<file path="src/design/pbsm_pkg.sv">
package pbsm_pkg;

   localparam int POS_W       = 17;
   localparam int VAL_W       = 18;
   localparam int ROW_W       = 3;
   localparam int COL_W       = 6;
   localparam int KIND_W      = 2;
   localparam int HALF_W      = 3;
   localparam int DOF_W       = 3;
   localparam int CSR_IDX_W   = 2;
   localparam int CSR_DATA_W  = 3;
   localparam int WIDE_W      = 26;

   localparam int DEF_MAX_HALF_MODES = 5;
   localparam int DEF_MAX_ROWS       = 6;
   localparam int QUEUE_DEPTH        = 2;
   localparam int BASIS_SLOTS        = 5;

   localparam logic [KIND_W-1:0] KIND_POWER    = 2'd0;
   localparam logic [KIND_W-1:0] KIND_CHEB     = 2'd1;
   localparam logic [KIND_W-1:0] KIND_LEGENDRE = 2'd2;
   localparam logic [KIND_W-1:0] KIND_NONE     = 2'd3;

   localparam logic [CSR_IDX_W-1:0] REG_BASIS_KIND = 2'd0;
   localparam logic [CSR_IDX_W-1:0] REG_HALF_MODES = 2'd1;
   localparam logic [CSR_IDX_W-1:0] REG_DOF_COUNT  = 2'd2;

   localparam logic [POS_W-1:0] POS_ONE  = 17'd65536;
   localparam logic [POS_W-1:0] POS_HALF = 17'd32768;

   typedef logic signed [VAL_W-1:0] pbsm_value_type;

   localparam pbsm_value_type VAL_ONE  = 18'sd65536;
   localparam pbsm_value_type VAL_ZERO = 18'sd0;

   typedef struct packed {
      logic [POS_W-1:0]  x;
      logic              active;
      logic [KIND_W-1:0] kind;
      logic [HALF_W-1:0] half;
      logic [DOF_W-1:0]  rows;
   } pbsm_item_type;

   function automatic pbsm_value_type sat_q16(input logic signed [WIDE_W-1:0] v);
      pbsm_value_type r;
      if (v > 26'sd65536) begin
         r = VAL_ONE;
      end else if (v < -26'sd65536) begin
         r = -VAL_ONE;
      end else begin
         r = v[VAL_W-1:0];
      end
      return r;
   endfunction

endpackage

</file>
<file path="src/design/pbsm_front.sv">
module pbsm_front #(
   parameter int MAX_HALF_MODES = pbsm_pkg::DEF_MAX_HALF_MODES,
   parameter int MAX_ROWS       = pbsm_pkg::DEF_MAX_ROWS
) (
   input  logic                             push,
   output logic                             full,
   input  logic [pbsm_pkg::POS_W-1:0]       req_position,
   input  logic [pbsm_pkg::KIND_W-1:0]      cfg_kind,
   input  logic [pbsm_pkg::HALF_W-1:0]      cfg_half,
   input  logic [pbsm_pkg::DOF_W-1:0]       cfg_rows,
   input  logic                             queue_full,
   output logic                             queue_push,
   output pbsm_pkg::pbsm_item_type          queue_item
);
   import pbsm_pkg::*;

   localparam logic [HALF_W-1:0] HALF_MAX = HALF_W'(MAX_HALF_MODES);
   localparam logic [DOF_W-1:0]  ROWS_MAX = DOF_W'(MAX_ROWS);

   logic [POS_W-1:0]  s_clamp;
   logic [POS_W:0]    s_twice;
   logic [HALF_W-1:0] half_clamp;
   logic [DOF_W-1:0]  rows_clamp;
   logic              nonempty;

   always_comb begin
      s_clamp    = (req_position > POS_ONE) ? POS_ONE : req_position;
      s_twice    = {s_clamp, 1'b0};
      half_clamp = (cfg_half > HALF_MAX) ? HALF_MAX : cfg_half;
      rows_clamp = (cfg_rows > ROWS_MAX) ? ROWS_MAX : cfg_rows;
      nonempty   = (half_clamp != '0) && (rows_clamp != '0);

      queue_item.active = (s_clamp > POS_HALF);
      if (s_clamp < POS_HALF) begin
         queue_item.x = s_twice[POS_W-1:0];
      end else if (s_clamp == POS_HALF) begin
         queue_item.x = '0;
      end else begin
         queue_item.x = POS_W'(s_twice - {1'b0, POS_ONE});
      end
      queue_item.kind = cfg_kind;
      queue_item.half = half_clamp;
      queue_item.rows = rows_clamp;
   end

   // drop positions that give an empty matrix
   assign full       = queue_full;
   assign queue_push = push && !queue_full && nonempty;

endmodule

</file>
<file path="src/design/pbsm_queue.sv">
module pbsm_queue (
   input  logic                    clock,
   input  logic                    reset,
   input  logic                    wr_en,
   input  pbsm_pkg::pbsm_item_type wr_item,
   output logic                    q_full,
   input  logic                    rd_en,
   output pbsm_pkg::pbsm_item_type rd_item,
   output logic                    q_empty
);
   import pbsm_pkg::*;

   localparam int PTR_W = (QUEUE_DEPTH > 1) ? $clog2(QUEUE_DEPTH) : 1;
   localparam int CNT_W = PTR_W + 1;
   localparam logic [CNT_W-1:0] DEPTH_CNT = CNT_W'(QUEUE_DEPTH);
   localparam logic [PTR_W-1:0] LAST_PTR  = PTR_W'(QUEUE_DEPTH - 1);

   pbsm_item_type    slot_ff [QUEUE_DEPTH];
   logic [PTR_W-1:0] wr_ptr_ff, wr_ptr_in;
   logic [PTR_W-1:0] rd_ptr_ff, rd_ptr_in;
   logic [CNT_W-1:0] cnt_ff, cnt_in;

   assign q_full  = (cnt_ff == DEPTH_CNT);
   assign q_empty = (cnt_ff == '0);
   assign rd_item = slot_ff[rd_ptr_ff];

   always_comb begin
      wr_ptr_in = wr_ptr_ff;
      rd_ptr_in = rd_ptr_ff;
      cnt_in    = cnt_ff;
      if (wr_en) begin
         wr_ptr_in = (wr_ptr_ff == LAST_PTR) ? '0 : wr_ptr_ff + 1'b1;
      end
      if (rd_en) begin
         rd_ptr_in = (rd_ptr_ff == LAST_PTR) ? '0 : rd_ptr_ff + 1'b1;
      end
      if (wr_en && !rd_en) begin
         cnt_in = cnt_ff + 1'b1;
      end else if (!wr_en && rd_en) begin
         cnt_in = cnt_ff - 1'b1;
      end
   end

   always_ff @(posedge clock) begin
      if (reset) begin
         wr_ptr_ff <= '0;
         rd_ptr_ff <= '0;
         cnt_ff    <= '0;
      end else begin
         wr_ptr_ff <= wr_ptr_in;
         rd_ptr_ff <= rd_ptr_in;
         cnt_ff    <= cnt_in;
      end
   end

   always_ff @(posedge clock) begin
      if (wr_en) begin
         slot_ff[wr_ptr_ff] <= wr_item;
      end
   end

endmodule

</file>
<file path="src/design/pbsm_eval.sv">
module pbsm_eval #(
   parameter int MAX_HALF_MODES = pbsm_pkg::DEF_MAX_HALF_MODES
) (
   input  logic                    clock,
   input  logic                    reset,
   input  logic                    q_empty,
   input  pbsm_pkg::pbsm_item_type q_item,
   output logic                    q_pop,
   output logic                    pat_valid,
   output pbsm_pkg::pbsm_item_type pat_item,
   output pbsm_pkg::pbsm_value_type pat_basis [MAX_HALF_MODES],
   input  logic                    pat_take
);
   import pbsm_pkg::*;

   localparam logic [1:0] ST_IDLE = 2'd0;
   localparam logic [1:0] ST_MUL  = 2'd1;
   localparam logic [1:0] ST_HOLD = 2'd2;

   localparam logic [2:0] STEP_FIRST = 3'd2;
   localparam logic [2:0] STEP_LAST  = 3'd4;

   logic [1:0]     state_ff, state_in;
   logic [2:0]     step_ff, step_in;
   pbsm_item_type  item_ff;
   pbsm_value_type t_ff;
   pbsm_value_type cur_ff;
   pbsm_value_type prev_ff;
   pbsm_value_type w_ff [1:4];

   logic signed [POS_W+1:0]   t_twice;
   pbsm_value_type            t_load;
   pbsm_value_type            cur_load;
   logic signed [VAL_W:0]     mul_b;
   logic signed [36:0]        prod;
   logic signed [36:0]        prod_rnd;
   logic signed [20:0]        rnd;
   logic signed [WIDE_W-1:0]  diff;
   pbsm_value_type            w_new;

   logic signed [WIDE_W-1:0]  l2_sum, l3_sum, l4_sum;
   logic signed [WIDE_W-1:0]  l2_val, l3_val, l4_val;
   pbsm_value_type            b_all [BASIS_SLOTS];

   assign q_pop     = (state_ff == ST_IDLE) && !q_empty;
   assign pat_valid = (state_ff == ST_HOLD);
   assign pat_item  = item_ff;

   always_comb begin
      t_twice  = $signed({1'b0, q_item.x, 1'b0}) - 19'sd65536;
      t_load   = t_twice[VAL_W-1:0];
      cur_load = (q_item.kind == KIND_POWER) ? $signed({1'b0, q_item.x}) : t_load;
   end

   always_comb begin
      case (item_ff.kind)
         KIND_POWER: mul_b = $signed({2'b00, item_ff.x});
         KIND_CHEB:  mul_b = $signed({t_ff, 1'b0});
         default:    mul_b = (VAL_W + 1)'(t_ff);
      endcase
      prod     = 37'(cur_ff) * 37'(mul_b);
      prod_rnd = prod + 37'sd32768;
      rnd      = prod_rnd[36:16];
      if (item_ff.kind == KIND_CHEB) begin
         diff = WIDE_W'(rnd) - WIDE_W'(prev_ff);
      end else begin
         diff = WIDE_W'(rnd);
      end
      w_new = sat_q16(diff);
   end

   always_comb begin
      state_in = state_ff;
      step_in  = step_ff;
      case (state_ff)
         ST_IDLE: begin
            if (!q_empty) begin
               state_in = ST_MUL;
               step_in  = STEP_FIRST;
            end
         end
         ST_MUL: begin
            if (step_ff == STEP_LAST) begin
               state_in = ST_HOLD;
            end else begin
               step_in = step_ff + 3'd1;
            end
         end
         ST_HOLD: begin
            if (pat_take) begin
               state_in = ST_IDLE;
            end
         end
         default: state_in = ST_IDLE;
      endcase
   end

   always_ff @(posedge clock) begin
      if (reset) begin
         state_ff <= ST_IDLE;
         step_ff  <= STEP_FIRST;
      end else begin
         state_ff <= state_in;
         step_ff  <= step_in;
      end
   end

   always_ff @(posedge clock) begin
      if (q_pop) begin
         item_ff  <= q_item;
         t_ff     <= t_load;
         cur_ff   <= cur_load;
         prev_ff  <= VAL_ONE;
         w_ff[1]  <= cur_load;
      end else if (state_ff == ST_MUL) begin
         prev_ff       <= cur_ff;
         cur_ff        <= w_new;
         w_ff[step_ff] <= w_new;
      end
   end

   // Legendre in t = 2x - 1 from the stored powers of t
   always_comb begin
      l2_sum = 26'sd3 * WIDE_W'(w_ff[2]) - 26'sd65536 + 26'sd1;
      l3_sum = 26'sd5 * WIDE_W'(w_ff[3]) - 26'sd3 * WIDE_W'(t_ff) + 26'sd1;
      l4_sum = 26'sd35 * WIDE_W'(w_ff[4]) - 26'sd30 * WIDE_W'(w_ff[2])
               + 26'sd196608 + 26'sd4;
      l2_val = l2_sum >>> 1;
      l3_val = l3_sum >>> 1;
      l4_val = l4_sum >>> 3;
   end

   always_comb begin
      case (item_ff.kind)
         KIND_POWER, KIND_CHEB: begin
            b_all[0] = VAL_ONE;
            b_all[1] = w_ff[1];
            b_all[2] = w_ff[2];
            b_all[3] = w_ff[3];
            b_all[4] = w_ff[4];
         end
         KIND_LEGENDRE: begin
            b_all[0] = VAL_ONE;
            b_all[1] = t_ff;
            b_all[2] = sat_q16(l2_val);
            b_all[3] = sat_q16(l3_val);
            b_all[4] = sat_q16(l4_val);
         end
         default: begin
            for (int i = 0; i < BASIS_SLOTS; i++) begin
               b_all[i] = VAL_ZERO;
            end
         end
      endcase
      for (int i = 0; i < MAX_HALF_MODES; i++) begin
         pat_basis[i] = b_all[i];
      end
   end

endmodule

</file>
<file path="src/design/pbsm_emit.sv">
module pbsm_emit #(
   parameter int MAX_HALF_MODES = pbsm_pkg::DEF_MAX_HALF_MODES
) (
   input  logic                             clock,
   input  logic                             reset,
   input  logic                             pat_valid,
   input  pbsm_pkg::pbsm_item_type          pat_item,
   input  pbsm_pkg::pbsm_value_type         pat_basis [MAX_HALF_MODES],
   output logic                             pat_take,
   output logic                             empty,
   input  logic                             pop,
   output logic [pbsm_pkg::ROW_W-1:0]       rsp_row_index,
   output logic [pbsm_pkg::COL_W-1:0]       rsp_column_index,
   output pbsm_pkg::pbsm_value_type         rsp_entry_value,
   output logic                             rsp_last_entry
);
   import pbsm_pkg::*;

   localparam int IDX_W = (MAX_HALF_MODES > 1) ? $clog2(MAX_HALF_MODES) : 1;

   logic              busy_ff, busy_in;
   logic              out_valid_ff, out_valid_in;
   pbsm_value_type    basis_ff [MAX_HALF_MODES];
   logic              active_ff;
   logic [HALF_W-1:0] half_ff;
   logic [DOF_W-1:0]  rows_ff;
   logic [ROW_W-1:0]  row_ff, row_in;
   logic              seg_ff, seg_in;
   logic [IDX_W-1:0]  idx_ff, idx_in;
   logic [COL_W-1:0]  col_ff, col_in;

   logic [ROW_W-1:0]  out_row_ff;
   logic [COL_W-1:0]  out_col_ff;
   pbsm_value_type    out_val_ff;
   logic              out_last_ff;

   logic              advance;
   logic              idx_end;
   logic              last_now;
   pbsm_value_type    cur_val;

   assign advance  = busy_ff && (!out_valid_ff || pop);
   assign idx_end  = (HALF_W'(idx_ff) == half_ff - 3'd1);
   assign last_now = (row_ff == rows_ff - 3'd1) && seg_ff && idx_end;
   assign pat_take = pat_valid && (!busy_ff || (advance && last_now));
   assign cur_val  = (seg_ff == active_ff) ? basis_ff[idx_ff] : VAL_ZERO;

   assign empty            = !out_valid_ff;
   assign rsp_row_index    = out_row_ff;
   assign rsp_column_index = out_col_ff;
   assign rsp_entry_value  = out_val_ff;
   assign rsp_last_entry   = out_last_ff;

   always_comb begin
      busy_in = busy_ff;
      row_in  = row_ff;
      seg_in  = seg_ff;
      idx_in  = idx_ff;
      col_in  = col_ff;
      if (advance) begin
         col_in = col_ff + 6'd1;
         if (idx_end) begin
            idx_in = '0;
            if (seg_ff) begin
               seg_in = 1'b0;
               row_in = row_ff + 3'd1;
            end else begin
               seg_in = 1'b1;
            end
         end else begin
            idx_in = idx_ff + 1'b1;
         end
         if (last_now) begin
            busy_in = 1'b0;
         end
      end
      if (pat_take) begin
         busy_in = 1'b1;
         row_in  = '0;
         seg_in  = 1'b0;
         idx_in  = '0;
         col_in  = '0;
      end

      out_valid_in = out_valid_ff;
      if (advance) begin
         out_valid_in = 1'b1;
      end else if (pop) begin
         out_valid_in = 1'b0;
      end
   end

   always_ff @(posedge clock) begin
      if (reset) begin
         busy_ff      <= 1'b0;
         out_valid_ff <= 1'b0;
         row_ff       <= '0;
         seg_ff       <= 1'b0;
         idx_ff       <= '0;
         col_ff       <= '0;
      end else begin
         busy_ff      <= busy_in;
         out_valid_ff <= out_valid_in;
         row_ff       <= row_in;
         seg_ff       <= seg_in;
         idx_ff       <= idx_in;
         col_ff       <= col_in;
      end
   end

   always_ff @(posedge clock) begin
      if (pat_take) begin
         basis_ff  <= pat_basis;
         active_ff <= pat_item.active;
         half_ff   <= pat_item.half;
         rows_ff   <= pat_item.rows;
      end
      if (advance) begin
         out_row_ff  <= row_ff;
         out_col_ff  <= col_ff;
         out_val_ff  <= cur_val;
         out_last_ff <= last_now;
      end
   end

endmodule

</file>
<file path="src/design/piecewise_basis_shape_matrix.sv">
// Channel   Ports                                   Handshake
// input     push, full, req_position                taken when push && !full
// result    empty, pop, rsp_row_index,              taken when pop && !empty
//           rsp_column_index, rsp_entry_value,
//           rsp_last_entry
// config    csr_write_enable, csr_index, csr_data   written when csr_write_enable
//
// Each position gives rows * 2 * half_modes results at one per cycle while pop
// keeps the output register free; the result counter in the emitter sets the
// rate. The evaluator's one shared multiplier takes each position in steps
// (pop, three products, hand-off) and overlaps the previous position's emission.
// Synchronous reset empties the two-entry queue and sets basis_kind 0,
// half_modes 5, dof_count 6. full rises when the queue holds two positions;
// holding pop low stalls the emitter, then the evaluator, until the queue fills.
module piecewise_basis_shape_matrix #(
   parameter int MAX_HALF_MODES = pbsm_pkg::DEF_MAX_HALF_MODES,
   parameter int MAX_ROWS       = pbsm_pkg::DEF_MAX_ROWS
) (
   input  logic                               clock,
   input  logic                               reset,
   input  logic                               push,
   output logic                               full,
   input  logic [pbsm_pkg::POS_W-1:0]         req_position,
   output logic                               empty,
   input  logic                               pop,
   output logic [pbsm_pkg::ROW_W-1:0]         rsp_row_index,
   output logic [pbsm_pkg::COL_W-1:0]         rsp_column_index,
   output pbsm_pkg::pbsm_value_type           rsp_entry_value,
   output logic                               rsp_last_entry,
   input  logic                               csr_write_enable,
   input  logic [pbsm_pkg::CSR_IDX_W-1:0]     csr_index,
   input  logic [pbsm_pkg::CSR_DATA_W-1:0]    csr_data
);
   import pbsm_pkg::*;

   logic [KIND_W-1:0] kind_ff, kind_in;
   logic [HALF_W-1:0] half_ff, half_in;
   logic [DOF_W-1:0]  dof_ff, dof_in;

   logic           queue_push;
   logic           queue_full;
   pbsm_item_type  queue_wr_item;
   logic           queue_pop;
   logic           queue_empty;
   pbsm_item_type  queue_rd_item;

   logic           pat_valid;
   logic           pat_take;
   pbsm_item_type  pat_item;
   pbsm_value_type pat_basis [MAX_HALF_MODES];

   always_comb begin
      kind_in = kind_ff;
      half_in = half_ff;
      dof_in  = dof_ff;
      if (csr_write_enable) begin
         case (csr_index)
            REG_BASIS_KIND: kind_in = csr_data[KIND_W-1:0];
            REG_HALF_MODES: half_in = csr_data[HALF_W-1:0];
            REG_DOF_COUNT:  dof_in  = csr_data[DOF_W-1:0];
            default: begin
               kind_in = kind_ff;
            end
         endcase
      end
   end

   always_ff @(posedge clock) begin
      if (reset) begin
         kind_ff <= KIND_POWER;
         half_ff <= 3'd5;
         dof_ff  <= 3'd6;
      end else begin
         kind_ff <= kind_in;
         half_ff <= half_in;
         dof_ff  <= dof_in;
      end
   end

   pbsm_front #(
      .MAX_HALF_MODES (MAX_HALF_MODES),
      .MAX_ROWS       (MAX_ROWS)
   ) u_front (
      .push         (push),
      .full         (full),
      .req_position (req_position),
      .cfg_kind     (kind_ff),
      .cfg_half     (half_ff),
      .cfg_rows     (dof_ff),
      .queue_full   (queue_full),
      .queue_push   (queue_push),
      .queue_item   (queue_wr_item)
   );

   pbsm_queue u_queue (
      .clock   (clock),
      .reset   (reset),
      .wr_en   (queue_push),
      .wr_item (queue_wr_item),
      .q_full  (queue_full),
      .rd_en   (queue_pop),
      .rd_item (queue_rd_item),
      .q_empty (queue_empty)
   );

   pbsm_eval #(
      .MAX_HALF_MODES (MAX_HALF_MODES)
   ) u_eval (
      .clock     (clock),
      .reset     (reset),
      .q_empty   (queue_empty),
      .q_item    (queue_rd_item),
      .q_pop     (queue_pop),
      .pat_valid (pat_valid),
      .pat_item  (pat_item),
      .pat_basis (pat_basis),
      .pat_take  (pat_take)
   );

   pbsm_emit #(
      .MAX_HALF_MODES (MAX_HALF_MODES)
   ) u_emit (
      .clock            (clock),
      .reset            (reset),
      .pat_valid        (pat_valid),
      .pat_item         (pat_item),
      .pat_basis        (pat_basis),
      .pat_take         (pat_take),
      .empty            (empty),
      .pop              (pop),
      .rsp_row_index    (rsp_row_index),
      .rsp_column_index (rsp_column_index),
      .rsp_entry_value  (rsp_entry_value),
      .rsp_last_entry   (rsp_last_entry)
   );

endmodule
</file>
<file path="config.mk">
export PLATFORM = sky130hd
export DESIGN_NAME = piecewise_basis_shape_matrix
export DESIGN_NICKNAME = d
export VERILOG_FILES = /design/src/design/pbsm_pkg.sv /design/src/design/pbsm_front.sv /design/src/design/pbsm_queue.sv /design/src/design/pbsm_eval.sv /design/src/design/pbsm_emit.sv /design/src/design/piecewise_basis_shape_matrix.sv
export SDC_FILE = /design/constraint.sdc
export NUM_CORES = 2
export LEC_CHECK = 0
export BUFFER_PORTS_ARGS = -buffer_cell sky130_fd_sc_hd__buf_2
export CORE_UTILIZATION = 45
export DETAILED_ROUTE_END_ITERATION = 6
export GPL_TIMING_DRIVEN = 0
export PLACE_DENSITY_LB_ADDON = 0.15
export SLEW_MARGIN = 0
export SYNTH_ARGS = -nofsm -noshare
export SYNTH_HDL_FRONTEND = slang
export SYNTH_SLANG_ARGS = --single-unit
</file>
<file path="constraint.sdc">
create_clock -name clock -period 10 [get_ports clock]
set_clock_uncertainty 0.05 [all_clocks]
set_input_delay 0.5 -clock clock [delete_from_list [all_inputs] [get_ports clock]]
set_output_delay 0.5 -clock clock [all_outputs]
set_load 0.01 [all_outputs]
</file>
==> reports/results.ini <==
[floorplanning]
core.rowCount = 104
io_pins = 57
core_sq_um = 80500
dieHeight_microns = 287
die_area_sq_um = 82600
die_w_microns = 287
start_util = 0.455

[global_routing]
grt_max_degree = 37
grtUsageTotal = 0.249
overflow = 0
grt_pass1_wl_microns = 157000
grt_pass1_vias = 27069
grt_antenna_before_repair = 3

[status]
status = completed

[yosys]
ys_seq_elements = 326
syn_nets = 4597
ys.flop_type = edfxtp_1
synthesis.area_sq_um = 36700
avgSynthCellArea_sq_um = 9.64
syn_inst = 3804
synthDistinctLibCells = 95
yosysWarnings = 0
yosysSeqAreaShare = 0.253
synthArstFlopShare = 0
synth_edf_count = 275

[timing]
hold_viol = 0
min_period_ns = 9.89
fmax_ghz = 0.101
drv_slew = 0
period_share = 0.989
rsz0062_at_grt = yes
max_slew_margin = 0.0395
tightest_slew_ns = 1.43
fin_tns_setup_ns = 0
holdWs_ns = 0.112
finalSetupViolations = 0

[critical_path]
slowest_delay_ns = 0.56
crit_required_ns = 10.29
crit_path_start_kind = flip-flop
critical_path_class = reg -> reg
critical_path.endpoint_type = flip-flop
cpMostUsedCell = inv_2
cp.arrival_ns = 10.18
path_max_fanout = 10
cp_slowest_cell = fa_2

[finish]
syn_to_final_growth_pct = 15.3
drive_gt1_frac = 0.137
nets = 4819

[clocking]
cts_tree = done
ctsHtreeMaxLevel = 2
cts.sinks = 326
cts_root_buf = clkbuf_16
clock_latency_ns = 0.57
cts_made_buffers = 37
cts_max_path_buffers = 3
clk_pin_slew_ns = 0.06

[drt]
drt-total-wl_microns = 102000
drc = 0
via_per_inst = 5.43
route.vias.total = 27767
first_iter_violations = 2208
wire_per_inst_microns = 20.0
dr.pass1.iters = 6
ant_nets = 0

[placement]
globalplace.congestion = 0.906
port_buffers = 56
hpwl_microns = 80700

[worst_hold_path]
min_path_type = in -> reg

[job]
drv_cap = 0

[flip-flops by register name, summed over array words and instances, names as in the netlist, 6 cells and up, named ones only]
name	cells
u_emit.rsp_column_index	6
u_emit.basis_ff	73
u_eval.t_ff	16
u_queue.slot_ff	50
u_eval.pat_item	11
u_emit.col_ff	6
u_eval.prev_ff	18
u_emit.rsp_entry_value	18
u_eval.cur_ff	18
u_eval.w_ff	72
[kinds of logic after synthesis]
family          count (synthesis)  share of synthesized area
compound gates                651                      0.120
xor+xnor                      195                     0.0466
fa+ha+maj                     766                      0.340
buf+inv                       745                     0.0769
flops                         326                      0.253
mux                            74                     0.0219
simple gates                 1047                      0.142
[worst max-delay path, delay by kind of cell, from the launching register on]
kind | cells | cell delay, ns
AND/OR/NAND/NOR | 7 | 2.00
XOR/XNOR | 2 | 0.34
buffers and inverters | 10 | 1.09
adder cells (fa/ha/maj) | 8 | 3.43
flip-flops | 1 | 0.51
AO/OA/AOI/OAI | 12 | 2.20
[synth_stat cells (all sizes together), types with 27 or more instances]
master	count	area (sq um)
o21a	27	203
xor2	69	604
a211oi	29	223
inv	618	2320
mux2i	32	320
o21ai	121	609
and2	199	1240
nor2	234	878
a21oi	160	801
nand3	54	270
xnor2	126	1100
mux2	41	462
clkbuf	104	392
nand2	298	1120
nor2b	44	275
a21o	48	360
ha	383	4790
fa	383	7670
o31ai	40	305
dfxtp	51	1020
edfxtp	275	8260
nor3	74	415
[cell usage in the layout, fill, tap and decap left out, types with 41 or more instances in the layout]
cell | synthesis | layout
buf_2 | 5 | 61
nand2_1 | 298 | 289
xnor2_1 | 126 | 122
and2_1 | 199 | 193
mux2_2 | 41 | 41
a21o_1 | 48 | 48
a21oi_1 | 160 | 135
clkbuf_1 | 103 | 77
buf_4 | 0 | 117
xor2_1 | 69 | 66
fa_1 | 383 | 375
inv_1 | 617 | 603
nand3_1 | 54 | 53
dfxtp_1 | 51 | 51
nor3_1 | 65 | 50
nor2_1 | 234 | 229
ha_1 | 383 | 362
edfxtp_1 | 275 | 275
o21ai_0 | 103 | 93
clkbuf_16 | 0 | 42
[stage by stage]
stage          setup WS (ns)  instances  instance area, sq um  utilization
2_1_floorplan         0.0802       3804                 36700            -
3_3_place_gp           -3.46       4920                 38300        0.475
3_5_place_dp           -3.28       4932                 38400        0.477
4_1_cts              0.00149       5057                 41300        0.513
5_1_grt               -0.195       5112                 42300        0.525
6_report               0.110       5114                 42300        0.525
[final timing paths]
| check | cells after the start | from | slack, ns | end |
|---|---|---|---|---|
| setup / recovery | 39 | u_eval.pat_item[7]$_DFFE_PP_ | 0.11 | u_eval.w_ff[3][8]$_DFFE_PP_ |
| hold / removal | 2 | reset | 0.11 | u_eval.step_ff[2]$_SDFFE_PP0P_ |
| setup reg to reg | 39 | u_eval.pat_item[7]$_DFFE_PP_ | 0.11 | u_eval.w_ff[3][8]$_DFFE_PP_ |
| hold reg to reg | 0 | u_eval.pat_item[4]$_DFFE_PP_ | 0.37 | u_emit.half_ff[1]$_DFFE_PP_ |
[area by class of cell]
cell class                 instances  area (sq um)
antenna                            3          7.51
buffer                           113           689
clock buffer                      46           981
clock inverter                    18           201
fill                            7239         38300
inverter                         620          2330
multi-input combinational       2733         25900
sequential                       326          9280
tap                             1060          1330
timing repair buffer             195          1570
[routing by layer]
metal  track usage  routed length (microns)
met4        0.0537                     2150
met1         0.374                    48300
met3        0.0398                     7350
met2         0.374                    44100
met5             0                       87
[what timing repair did]
item	4_1_cts	5_1_grt
pin swaps	56	92
gates resized for setup	229	133
setup buffers	64	62
setup endpoints to repair	90	99
cloned	1	3
endpoints found under the hold margin	0	0
hold buffers	0	0
Power is left out: the tool's default activity adds up to more than one toggle a clock period on the data nets, which glitch-free logic cannot reach.
